==> config.mk <==
export PLATFORM = sky130hd
export DESIGN_NAME = signed_to_decimal_ascii_top
export DESIGN_NICKNAME = d
export VERILOG_FILES = /design/src/sda_pkg.sv /design/src/sda_dabble.sv /design/src/signed_to_decimal_ascii_top.sv
export SDC_FILE = /design/constraint.sdc
export NUM_CORES = 1
export LEC_CHECK = 0
export ABC_CLOCK_PERIOD_IN_PS = 4800
export BUFFER_PORTS_ARGS = -buffer_cell sky130_fd_sc_hd__buf_2
export CAP_MARGIN = 20
export CORE_MARGIN = 10
export CORE_UTILIZATION = 55
export DETAILED_ROUTE_END_ITERATION = 16
export HOLD_SLACK_MARGIN = 0.03
export PLACE_DENSITY_LB_ADDON = 0.15
export SYNTH_ARGS = -nofsm -noshare
export SYNTH_HDL_FRONTEND = slang
export SYNTH_HIERARCHICAL = 1
export SYNTH_SLANG_ARGS = --single-unit
==> constraint.sdc <==
create_clock -name clk -period 4.8 [get_ports clk]
set_input_delay 0.96 -clock clk [delete_from_list [all_inputs] [get_ports clk]]
set_output_delay 0.96 -clock clk [all_outputs]
set_load 0.01 [all_outputs]
==> src/sda_pkg.sv <==
// Shared types and constants for the signed to decimal ASCII converter.
// Used by sda_dabble and signed_to_decimal_ascii_top; no dependencies.
`timescale 1ns / 1ps

package sda_pkg;

    localparam logic [7:0] CH_ZERO  = 8'd48;
    localparam logic [7:0] CH_MINUS = 8'd45;
    localparam logic [3:0] DAB_LIMIT  = 4'd5;
    localparam logic [3:0] DAB_ADJUST = 4'd3;

    typedef enum logic [1:0] {
        ST_IDLE,
        ST_CONVERT,
        ST_SIGN,
        ST_DIGITS
    } sda_state_t;

    typedef struct packed {
        logic load;
        logic step;
        logic shift;
    } sda_ctrl_t;

endpackage

==> src/sda_dabble.sv <==
// Shift-and-add-3 binary to BCD unit with a digit output shifter.
// Depends on sda_pkg for the control struct and the correction constants.
`timescale 1ns / 1ps

module sda_dabble
    import sda_pkg::*;
#(
    parameter int VALUE_WIDTH = 64,
    parameter int NUM_DIGITS  = 20
)
(
    input  logic                   clk,
    input  sda_ctrl_t              ctrl,
    input  logic [VALUE_WIDTH-1:0] magnitude,
    output logic [3:0]             top_digit
);

    localparam int BCD_WIDTH = 4 * NUM_DIGITS;

    logic [VALUE_WIDTH-1:0] bin_reg;
    logic [VALUE_WIDTH-1:0] bin_next;
    logic [BCD_WIDTH-1:0]   bcd_reg;
    logic [BCD_WIDTH-1:0]   bcd_next;
    logic [BCD_WIDTH-1:0]   bcd_adj;

    always_comb
    begin
        for (int i = 0; i < NUM_DIGITS; i++)
        begin
            if (bcd_reg[4*i +: 4] >= DAB_LIMIT)
            begin
                bcd_adj[4*i +: 4] = bcd_reg[4*i +: 4] + DAB_ADJUST;
            end
            else
            begin
                bcd_adj[4*i +: 4] = bcd_reg[4*i +: 4];
            end
        end
    end

    always_comb
    begin
        bin_next = bin_reg;
        bcd_next = bcd_reg;
        if (ctrl.load)
        begin
            bin_next = magnitude;
            bcd_next = '0;
        end
        else if (ctrl.step)
        begin
            bin_next = {bin_reg[VALUE_WIDTH-2:0], 1'b0};
            bcd_next = {bcd_adj[BCD_WIDTH-2:0], bin_reg[VALUE_WIDTH-1]};
        end
        else if (ctrl.shift)
        begin
            bcd_next = {bcd_reg[BCD_WIDTH-5:0], 4'd0};
        end
    end

    always_ff @(posedge clk)
    begin
        bin_reg <= bin_next;
        bcd_reg <= bcd_next;
    end

    assign top_digit = bcd_reg[BCD_WIDTH-1 -: 4];

endmodule

==> src/signed_to_decimal_ascii_top.sv <==
// Sequence: ST_CONVERT runs the bit-serial shift-and-add-3 loop over all VALUE_WIDTH bits, then
// ST_DIGITS shifts out the NUM_DIGITS BCD digits, skipping leading zeros and sending the rest.
// A negative item first passes through ST_SIGN, which sends the minus sign.
// A new item is accepted only in idle (busy low), after the last character of the previous one.
// Reset: rst_n clears the sequencer to idle; the receiver cannot stall characters.
// Depends on sda_pkg and sda_dabble.
`timescale 1ns / 1ps

module signed_to_decimal_ascii_top
    import sda_pkg::*;
#(
    parameter int VALUE_WIDTH = 64
)
(
    input  logic        clk,
    input  logic        rst_n,
    input  logic        start,
    input  logic [63:0] value,
    output logic        busy,
    output logic        valid,
    output logic [7:0]  char_code,
    output logic        last
);

    localparam int NUM_DIGITS = (VALUE_WIDTH * 30103) / 100000 + 1;
    localparam int BIT_CW     = $clog2(VALUE_WIDTH);
    localparam int DIG_CW     = $clog2(NUM_DIGITS);

    sda_state_t state_reg;
    sda_state_t state_next;
    logic [BIT_CW-1:0] bit_cnt_reg;
    logic [BIT_CW-1:0] bit_cnt_next;
    logic [DIG_CW-1:0] dig_cnt_reg;
    logic [DIG_CW-1:0] dig_cnt_next;
    logic neg_reg;
    logic neg_next;
    logic started_reg;
    logic started_next;

    logic [VALUE_WIDTH-1:0] raw;
    logic [VALUE_WIDTH-1:0] magnitude;
    logic [3:0]             top_digit;
    sda_ctrl_t              ctrl;

    assign raw       = value[VALUE_WIDTH-1:0];
    assign magnitude = raw[VALUE_WIDTH-1] ? (~raw + 1'b1) : raw;

    sda_dabble #(
        .VALUE_WIDTH (VALUE_WIDTH),
        .NUM_DIGITS  (NUM_DIGITS)
    ) u_dabble (
        .clk       (clk),
        .ctrl      (ctrl),
        .magnitude (magnitude),
        .top_digit (top_digit)
    );

    always_ff @(posedge clk or negedge rst_n)
    begin
        if (!rst_n)
        begin
            state_reg   <= ST_IDLE;
            bit_cnt_reg <= '0;
            dig_cnt_reg <= '0;
            neg_reg     <= 1'b0;
            started_reg <= 1'b0;
        end
        else
        begin
            state_reg   <= state_next;
            bit_cnt_reg <= bit_cnt_next;
            dig_cnt_reg <= dig_cnt_next;
            neg_reg     <= neg_next;
            started_reg <= started_next;
        end
    end

    always_comb
    begin
        state_next   = state_reg;
        bit_cnt_next = bit_cnt_reg;
        dig_cnt_next = dig_cnt_reg;
        neg_next     = neg_reg;
        started_next = started_reg;
        ctrl         = '0;
        busy         = 1'b1;
        valid        = 1'b0;
        char_code    = CH_ZERO;
        last         = 1'b0;

        unique case (state_reg)
            ST_IDLE:
            begin
                busy = 1'b0;
                if (start)
                begin
                    ctrl.load    = 1'b1;
                    neg_next     = raw[VALUE_WIDTH-1];
                    bit_cnt_next = BIT_CW'(VALUE_WIDTH - 1);
                    state_next   = ST_CONVERT;
                end
            end
            ST_CONVERT:
            begin
                ctrl.step = 1'b1;
                if (bit_cnt_reg == '0)
                begin
                    dig_cnt_next = DIG_CW'(NUM_DIGITS - 1);
                    started_next = 1'b0;
                    state_next   = neg_reg ? ST_SIGN : ST_DIGITS;
                end
                else
                begin
                    bit_cnt_next = bit_cnt_reg - 1'b1;
                end
            end
            ST_SIGN:
            begin
                valid      = 1'b1;
                char_code  = CH_MINUS;
                state_next = ST_DIGITS;
            end
            ST_DIGITS:
            begin
                ctrl.shift = 1'b1;
                if (!started_reg && top_digit == 4'd0 && dig_cnt_reg != '0)
                begin
                    dig_cnt_next = dig_cnt_reg - 1'b1;
                end
                else
                begin
                    valid        = 1'b1;
                    char_code    = CH_ZERO + {4'd0, top_digit};
                    last         = (dig_cnt_reg == '0);
                    started_next = 1'b1;
                    if (dig_cnt_reg == '0)
                    begin
                        state_next = ST_IDLE;
                    end
                    else
                    begin
                        dig_cnt_next = dig_cnt_reg - 1'b1;
                    end
                end
            end
            default:
            begin
                state_next = ST_IDLE;
            end
        endcase
    end

endmodule
==> out/metrics.cfg, run 1 <==
[route]
firstDrtPassIters = 5
drc = 0
ant_nets = 0
met1Wirelength_um = 10840
wl_met3_um = 1038
vias = 8360
topRoutingLayerUsed = met4
wirelength_um = 22750
wl_met2_um = 10680
vias_per_cell = 6.116
first_iter_violations = 500
wl_per_cell_um = 16.64

[setup_path]
rr_worst_depth = 7
critPathKind = flop to output port
path_max_fanout = 10
worstPathArrival_ns = 2.41
crit_required_ns = 3.84
timing.rr.start = state_reg[0]
r2r_end = u_dabble/bin_reg[52]
critPathCaptureType = output port
rrSetupSlack_ns = 2.17
critPathLaunchType = flop

[sta]
max_freq_mhz = 296.9
finalSetupViolations = 0
fin_setup_tns_ns = 0
slew_violations = 0
worstMarginPinSlew_ns = 1.041
relSlewSlack_pct = 30.54
rsz0062_at_grt = false
fin_ws_ns = 1.432
finalHoldViolCount = 0
clock_skew_ns = 0.006160
min_period_ns = 3.368
fin_crit_sh_pct = 70.17

[synthesis]
synthMuxAreaShare_pct = 10.76
synth_top_family_by_area = compound AO/OA/AOI/OAI gates
synth_xor_area_share_pct = 5.273
yosysUniqueCellTypes = 62
syn_area_um2 = 10460
synth-seq-cells = 159
synth_compound_area_share_pct = 18.02
synth_edf_count = 64
netlist_instances = 1083
async_flop_share_pct = 9.434
synth.yosys.seq_area_share_pct = 37.26
synthFlopType = dfxtp_1
synthesis.area_per_instance_um2 = 9.662
synthAdderAreaFrac_pct = 5.979
synth-simple-area-share_pct = 17.40
synth_warnings = 6

[placement]
place_hpwl_um = 14780
io_buffer_count = 74
routabilityCongestion = 0.7977
pre_cts_slack_ns = 1.105

[global_routing]
grt_max_degree = 84
grt_pass1_vias = 7945
grt_overflow = 0
grt_usage_pct = 18.68
antenna_found_initial = 0
grt_pass1_wl_um = 39060

[cts]
cts_hold_buf = 0
numCtsBuffers = 17
post_cts_buffers = 0
root_buffer = clkbuf_16
htree_levels = 4
cts_resized = 0
clk_pin_slew_worst_paths_ns = 0.06
clock_path_buffers = 2
cts_tree = yes
clock_sinks = 159
insertion_delay_ns = 0.43

[power]
power_uw = 7030
ir_drop_v = 0.0004014
power_density_nw_per_um2 = 611.0
p_leak_uw = 0.003979

[die]
rows = 50
io_pins = 78
die_w_um = 157.9
core_um2 = 18710
initial_utilization_pct = 55.94
dieArea_um2 = 24940
die_y_um = 157.9

[finish]
antennaDiodeCount = 0
largest_reg_flops = 80
seq_area_um2 = 3899
fin_nets = 1237
fillers = 1568
syn_to_final_growth_pct = 9.960
multiInputGateArea_um2 = 6051
drive_above_1_share_pct = 19.15

[worst_hold_path]
hp-class = input port to async pin

[run]
max_cap_viol_count = 0

[outcome]
status = complete, no violations

-- cell families (layout without fill, tap and decap cells) --
kind of cell,Yosys count,after routing
adders and majority gates,50,50
buffers and inverters,123,172
and+or+nand+nor,308,308
muxes,103,103
DFF,159,159
xor gates and xnor gates,63,63
AOI/OAI and AO/OA,275,275
other,2,3
-- per-stage QoR --
step	std cells	cell area [um2]	hold slack, ns	utilization (%)
6_report	1367	11510	0.4336	61.51
5_1_grt	1367	11510	0.4368	61.51
3_3_place_gp	1334	10910	0.4764	58.31
2_1_floorplan	1084	10470	0.4585	-
4_1_cts	1366	11480	0.4287	61.36
3_5_place_dp	1334	10910	0.4944	58.31
-- area by class of cell --
type | count | share of cell area (%)
Tap cell | 234 | 2.545
Sequential cell | 159 | 33.88
Timing Repair Buffer | 85 | 4.219
Clock inverter | 10 | 0.7395
Clock buffer | 22 | 4.219
Multi-Input combinational cell | 802 | 52.59
Inverter | 55 | 1.805
-- power breakdown --
part / leakage (uW) / switching (uW) / internal (uW)
registers: 0.00143 / 459 / 2180
clock network: 0.000274 / 550 / 767
logic: 0.00227 / 1760 / 1320
-- worst max-delay path: stages, from the launching register on --
cell and delay [ns]:
dfrtp_1 0.40, inv_1 0.08, ha_1 0.21, or4b_2 0.74
nand3_1 0.16, a21o_1 0.14, o21a_1 0.12, buf_2 0.13
-- cells in the mapped netlist, types with 3 or more instances --
library cell / n / share of area (%)
a221oi_1: 7 / 0.59
nand2b_1: 26 / 1.6
nor3_1: 7 / 0.33
buf_4: 10 / 0.72
o221ai_1: 27 / 2.3
o21ai_0: 62 / 3.0
a22oi_1: 3 / 0.22
or3_1: 17 / 1.0
inv_1: 54 / 1.9
a31oi_1: 9 / 0.54
o41ai_1: 3 / 0.25
a21o_1: 3 / 0.22
a211oi_1: 24 / 1.7
nor3b_1: 32 / 2.3
dfrtp_1: 15 / 3.6
nor4_1: 3 / 0.18
a21oi_1: 63 / 3.0
dfxtp_1: 80 / 15
o41ai_2: 7 / 1.1
xnor2_1: 61 / 5.1
nand4_1: 3 / 0.18
clkbuf_1: 24 / 0.86
nand2_1: 67 / 2.4
or4_1: 13 / 0.93
or2_2: 3 / 0.18
o211ai_1: 3 / 0.22
nand4b_1: 38 / 3.2
a32oi_1: 19 / 1.6
buf_2: 27 / 1.3
mux2_2: 76 / 8.2
edfxtp_1: 64 / 18
ha_1: 50 / 6.0
o31ai_1: 28 / 2.0
o311ai_0: 11 / 0.92
mux2i_1: 27 / 2.6
o21a_1: 3 / 0.22
and2_1: 4 / 0.24
buf_1: 5 / 0.18
nand3_1: 17 / 0.81
nor2_1: 60 / 2.2
-- worst max path at each step --
stage,endpoint,slack [ns],cells after the start,start
2_1_floorplan,u_dabble/bcd_reg[10],0.82,6,start
3_3_place_gp,u_dabble/bin_reg[50],1.18,9,value[0]
3_5_place_dp,u_dabble/bin_reg[50],1.10,9,value[0]
4_1_cts,char_code[3],1.42,7,dig_cnt_reg[0]
5_1_grt,char_code[3],1.29,7,dig_cnt_reg[0]
6_report,char_code[3],1.43,7,dig_cnt_reg[0]
-- layer usage --
layer	vias to the layer above	global-route usage (%)
li1	4152	-
met1	4040	25.04
met2	152	30.28
met3	16	3.881
met4	0	4.411
met5	-	0
-- layout by cell type (no fill, tap or decap), types with 26 or more instances in the layout --
cell type  instances
nor2_1            59
mux2i_1           27
buf_2             74
a21oi_1           63
mux2_2            76
nand4b_1          38
nand2b_1          26
nor3b_1           32
o221ai_1          27
dfxtp_1           80
xnor2_1           61
edfxtp_1          64
o31ai_1           28
ha_1              48
nand2_1           67
inv_1             54
o21ai_0           62
(Power assumes the default switching activity.)
==> run 2, diff against run 1 <==
--- a/config.mk
+++ b/config.mk
@@ -5,7 +5,8 @@
 export SDC_FILE = /design/constraint.sdc
 export NUM_CORES = 1
 export LEC_CHECK = 0
-export ABC_CLOCK_PERIOD_IN_PS = 4800
+export ABC_AREA = 1
+export ABC_CLOCK_PERIOD_IN_PS = 3130
 export BUFFER_PORTS_ARGS = -buffer_cell sky130_fd_sc_hd__buf_2
 export CAP_MARGIN = 20
 export CORE_MARGIN = 10
==> constraint.sdc (replaced) <==
create_clock -name clk -period 3.13 [get_ports clk]
set_input_delay 0.626 -clock clk [delete_from_list [all_inputs] [get_ports clk]]
set_output_delay 0.626 -clock clk [all_outputs]
set_load 0.01 [all_outputs]
==> run 2 against run 1 <==
Effect of this change: flip-flop and latch count is the same; critical path depth stayed put; register-to-register slack got worse by 1.4 ns; count of clock-buffer cells in the layout decreased by 1; first-iteration DRC count grew 88%; synthesized area grew 11%; final area increased by 9.6%; via count grew 30%; cell count is 49% higher; critical endpoint is now last; largest power group unchanged; highest routed layer unchanged.
==> out/metrics.cfg, run 2 <==
[cts]
cts_resized = 0  ; unchanged
post_cts_buffers = 0  ; unchanged
htree_levels = 4  ; unchanged
cts_tree = yes
clock_path_buffers = 2  ; unchanged
cts_hold_buf = 0  ; unchanged
root_buffer = clkbuf_16
clock_sinks = 159  ; unchanged
insertion_delay_ns = 0.43  ; about the same
numCtsBuffers = 17  ; unchanged
clk_pin_slew_worst_paths_ns = 0.07  ; about the same

[placement]
io_buffer_count = 74  ; unchanged
routabilityCongestion = 0.9913  ; +24%
place_hpwl_um = 21120  ; +43%
pre_cts_slack_ns = 0.8096  ; -0.2950 ns

[setup_path]
worstPathArrival_ns = 1.80  ; -0.61 ns
r2r_end = u_dabble/bcd_reg[54]
crit_required_ns = 2.50  ; -1.34 ns
rr_worst_depth = 8  ; +1
path_max_fanout = 4  ; -6
critPathLaunchType = flop
critPathCaptureType = output port
endpoint = last
rrSetupSlack_ns = 0.82  ; -1.35 ns
cp-startpoint = dig_cnt_reg[0]
timing.rr.start = state_reg[1]
critPathKind = flop to output port

[sta]
relSlewSlack_pct = 35.26  ; +4.7 points
fin_ws_ns = 0.7037  ; -0.7284 ns
finalHoldViolCount = 0  ; unchanged
min_period_ns = 2.426
rsz0062_at_grt = false
clock_skew_ns = 0.009298  ; +0.003137 ns
finalSetupViolations = 0  ; unchanged
slew_violations = 0  ; unchanged
fin_crit_sh_pct = 77.52
worstMarginPinSlew_ns = 0.9710  ; -0.06974 ns
max_freq_mhz = 412.1
fin_setup_tns_ns = 0  ; unchanged

[die]
die_w_um = 165.2  ; +4.6%
io_pins = 78  ; unchanged
initial_utilization_pct = 55.54  ; -0.40 points
dieArea_um2 = 27300  ; +9.5%
core_um2 = 20890  ; +12%
die_y_um = 165.2  ; +4.6%
rows = 53  ; +6.0%

[finish]
fillers = 2025  ; +29%
multiInputGateArea_um2 = 6426  ; +6.2%
layout_common_cells = 531 x nand2_1, 218 x inv_1, 163 x o21ai_0
largest_reg_flops = 80  ; unchanged
seq_area_um2 = 3899  ; unchanged
syn_to_final_growth_pct = 8.670
fin_nets = 1863  ; +51%
layout_commonest_cell = nand2_1
drive_above_1_share_pct = 9.665  ; -9.5 points
antennaDiodeCount = 0  ; unchanged

[global_routing]
antenna_found_initial = 0  ; unchanged
grt_max_degree = 84  ; unchanged
grt_pass1_vias = 10330  ; +30%
grt_overflow = 0  ; unchanged
grt_pass1_wl_um = 50070  ; +28%
grt_usage_pct = 22.27  ; +3.6 points

[power]
p_int_uw = 6871  ; +61%
pwr-share-clk_pct = 16.8  ; -1.9 points
seqPwrFrac_pct = 33.1  ; -4.4 points
p_leak_uw = 0.006163  ; +55%
pwr-share-comb_pct = 50.1  ; +6.4 points
ir_drop_v = 0.0005879  ; +46%
power_density_nw_per_um2 = 1004  ; +64%
power.switching_uw = 5792  ; +110%
switching_share_pct = 45.74  ; +6.4 points

[route]
vias_per_cell = 5.339  ; -13%
first_iter_violations = 939  ; +88%
firstDrtPassIters = 6  ; +1
vias = 10860  ; +30%
drc = 0  ; unchanged
wirelength_um = 29840  ; +31%
ant_nets = 0  ; unchanged
wl_per_cell_um = 14.67  ; -12%

[outcome]
status = complete, no violations

[synthesis]
synth_top_area_cell = nand2_1
syn_area_um2 = 11600  ; +11%
async_flop_share_pct = 9.434  ; unchanged
synthFlopType = dfxtp_1
synth_area_leaders = nand2_1 17%, edfxtp_1 17%, dfxtp_1 14%, inv_1 7.1%, o21ai_0 7.0%
synth_warnings = 6  ; unchanged
netlist_instances = 1708  ; +58%
synth_edf_count = 64  ; unchanged
synth_common_cells = 532 x nand2_1, 219 x inv_1, 163 x o21ai_0
synth_top_area_share_pct = 17.21  ; -1.2 points
yosysUniqueCellTypes = 42  ; -32%
synth.most_common_cell = nand2_1
synthesis.area_per_instance_um2 = 6.793  ; -30%
synth-seq-cells = 159  ; unchanged
synth.yosys.seq_area_share_pct = 33.60  ; -3.7 points

[run]
max_cap_viol_count = 0  ; unchanged

[worst_hold_path]
hp-class = input port to async pin

run 2: worst min path at each step:
stage,to,startpoint,cells after the start
finish,bit_cnt_reg[4],rst_n,1
global route,bit_cnt_reg[4],rst_n,1
floorplan,bit_cnt_reg[0],rst_n,0
CTS,bit_cnt_reg[4],rst_n,1
detailed placement,dig_cnt_reg[4],dig_cnt_reg[4],2
global placement,dig_cnt_reg[4],dig_cnt_reg[4],2
run 2: logic make-up (layout without fill, tap and decap cells):
group / Yosys count / count (layout) / share of synthesized area, %
buffers and inverters: 294 / 344 / 11.09
other: 2 / 3 / 0.06473
DFF: 159 / 159 / 33.60
xor gates and xnor gates: 63 / 63 / 4.756
adders and majority gates: 50 / 50 / 5.392
and+or+nand+nor: 830 / 830 / 30.57
AOI/OAI and AO/OA: 310 / 310 / 14.53
run 2: worst max-delay path, cell delays in order, from the launching register on:
cell and delay [ns]:
dfrtp_1 0.36, inv_1 0.10, ha_1 0.18, inv_1 0.06, nor3_1 0.18, nand2_1 0.13
nor2_1 0.19, buf_2 0.17
run 2: routing by layer:
metal | wire length (um) | vias up | track usage [%]
li1 | - | 5553 | -
met5 | 0 | - | 0
met3 | 1663 | 48 | 3.892
met4 | 622 | 0 | 6.965
met2 | 14400 | 296 | 38.13
met1 | 13160 | 4962 | 27.92
run 2: per-stage QoR:
| stage | hold WS [ns] | util, % | area [um2] | power, uW | cells |
|---|---|---|---|---|---|
| 2_1_floorplan | 0.3304 | - | 11610 | 9200 | 1709 |
| 3_3_place_gp | 0.4699 | 57.48 | 12010 | 10310 | 2002 |
| 3_5_place_dp | 0.4789 | 57.48 | 12010 | 10530 | 2002 |
| 4_1_cts | 0.09809 | 60.36 | 12610 | 12720 | 2034 |
| 5_1_grt | 0.1117 | 60.36 | 12610 | 14010 | 2034 |
| 6_report | 0.09624 | 60.36 | 12610 | 12660 | 2034 |
run 2: layout make-up:
type,instances,share of cell area (%)
Sequential cell,159,30.92
Timing Repair Buffer,85,3.791
Multi-Input combinational cell,1256,50.97
Clock buffer,21,4.079
Clock inverter,11,0.6847
Inverter,227,6.827
Tap cell,275,2.729
run 2: power groups by stage:
stage / registers (uW) / logic, uW / clock network (uW)
after global routing: 4330 / 7420 / 2260
after detailed placement: 4220 / 6310 / 0
final: 4200 / 6340 / 2130
after global placement: 4200 / 6110 / 0
after CTS: 4190 / 6350 / 2170
after floorplan: 4030 / 5170 / 0
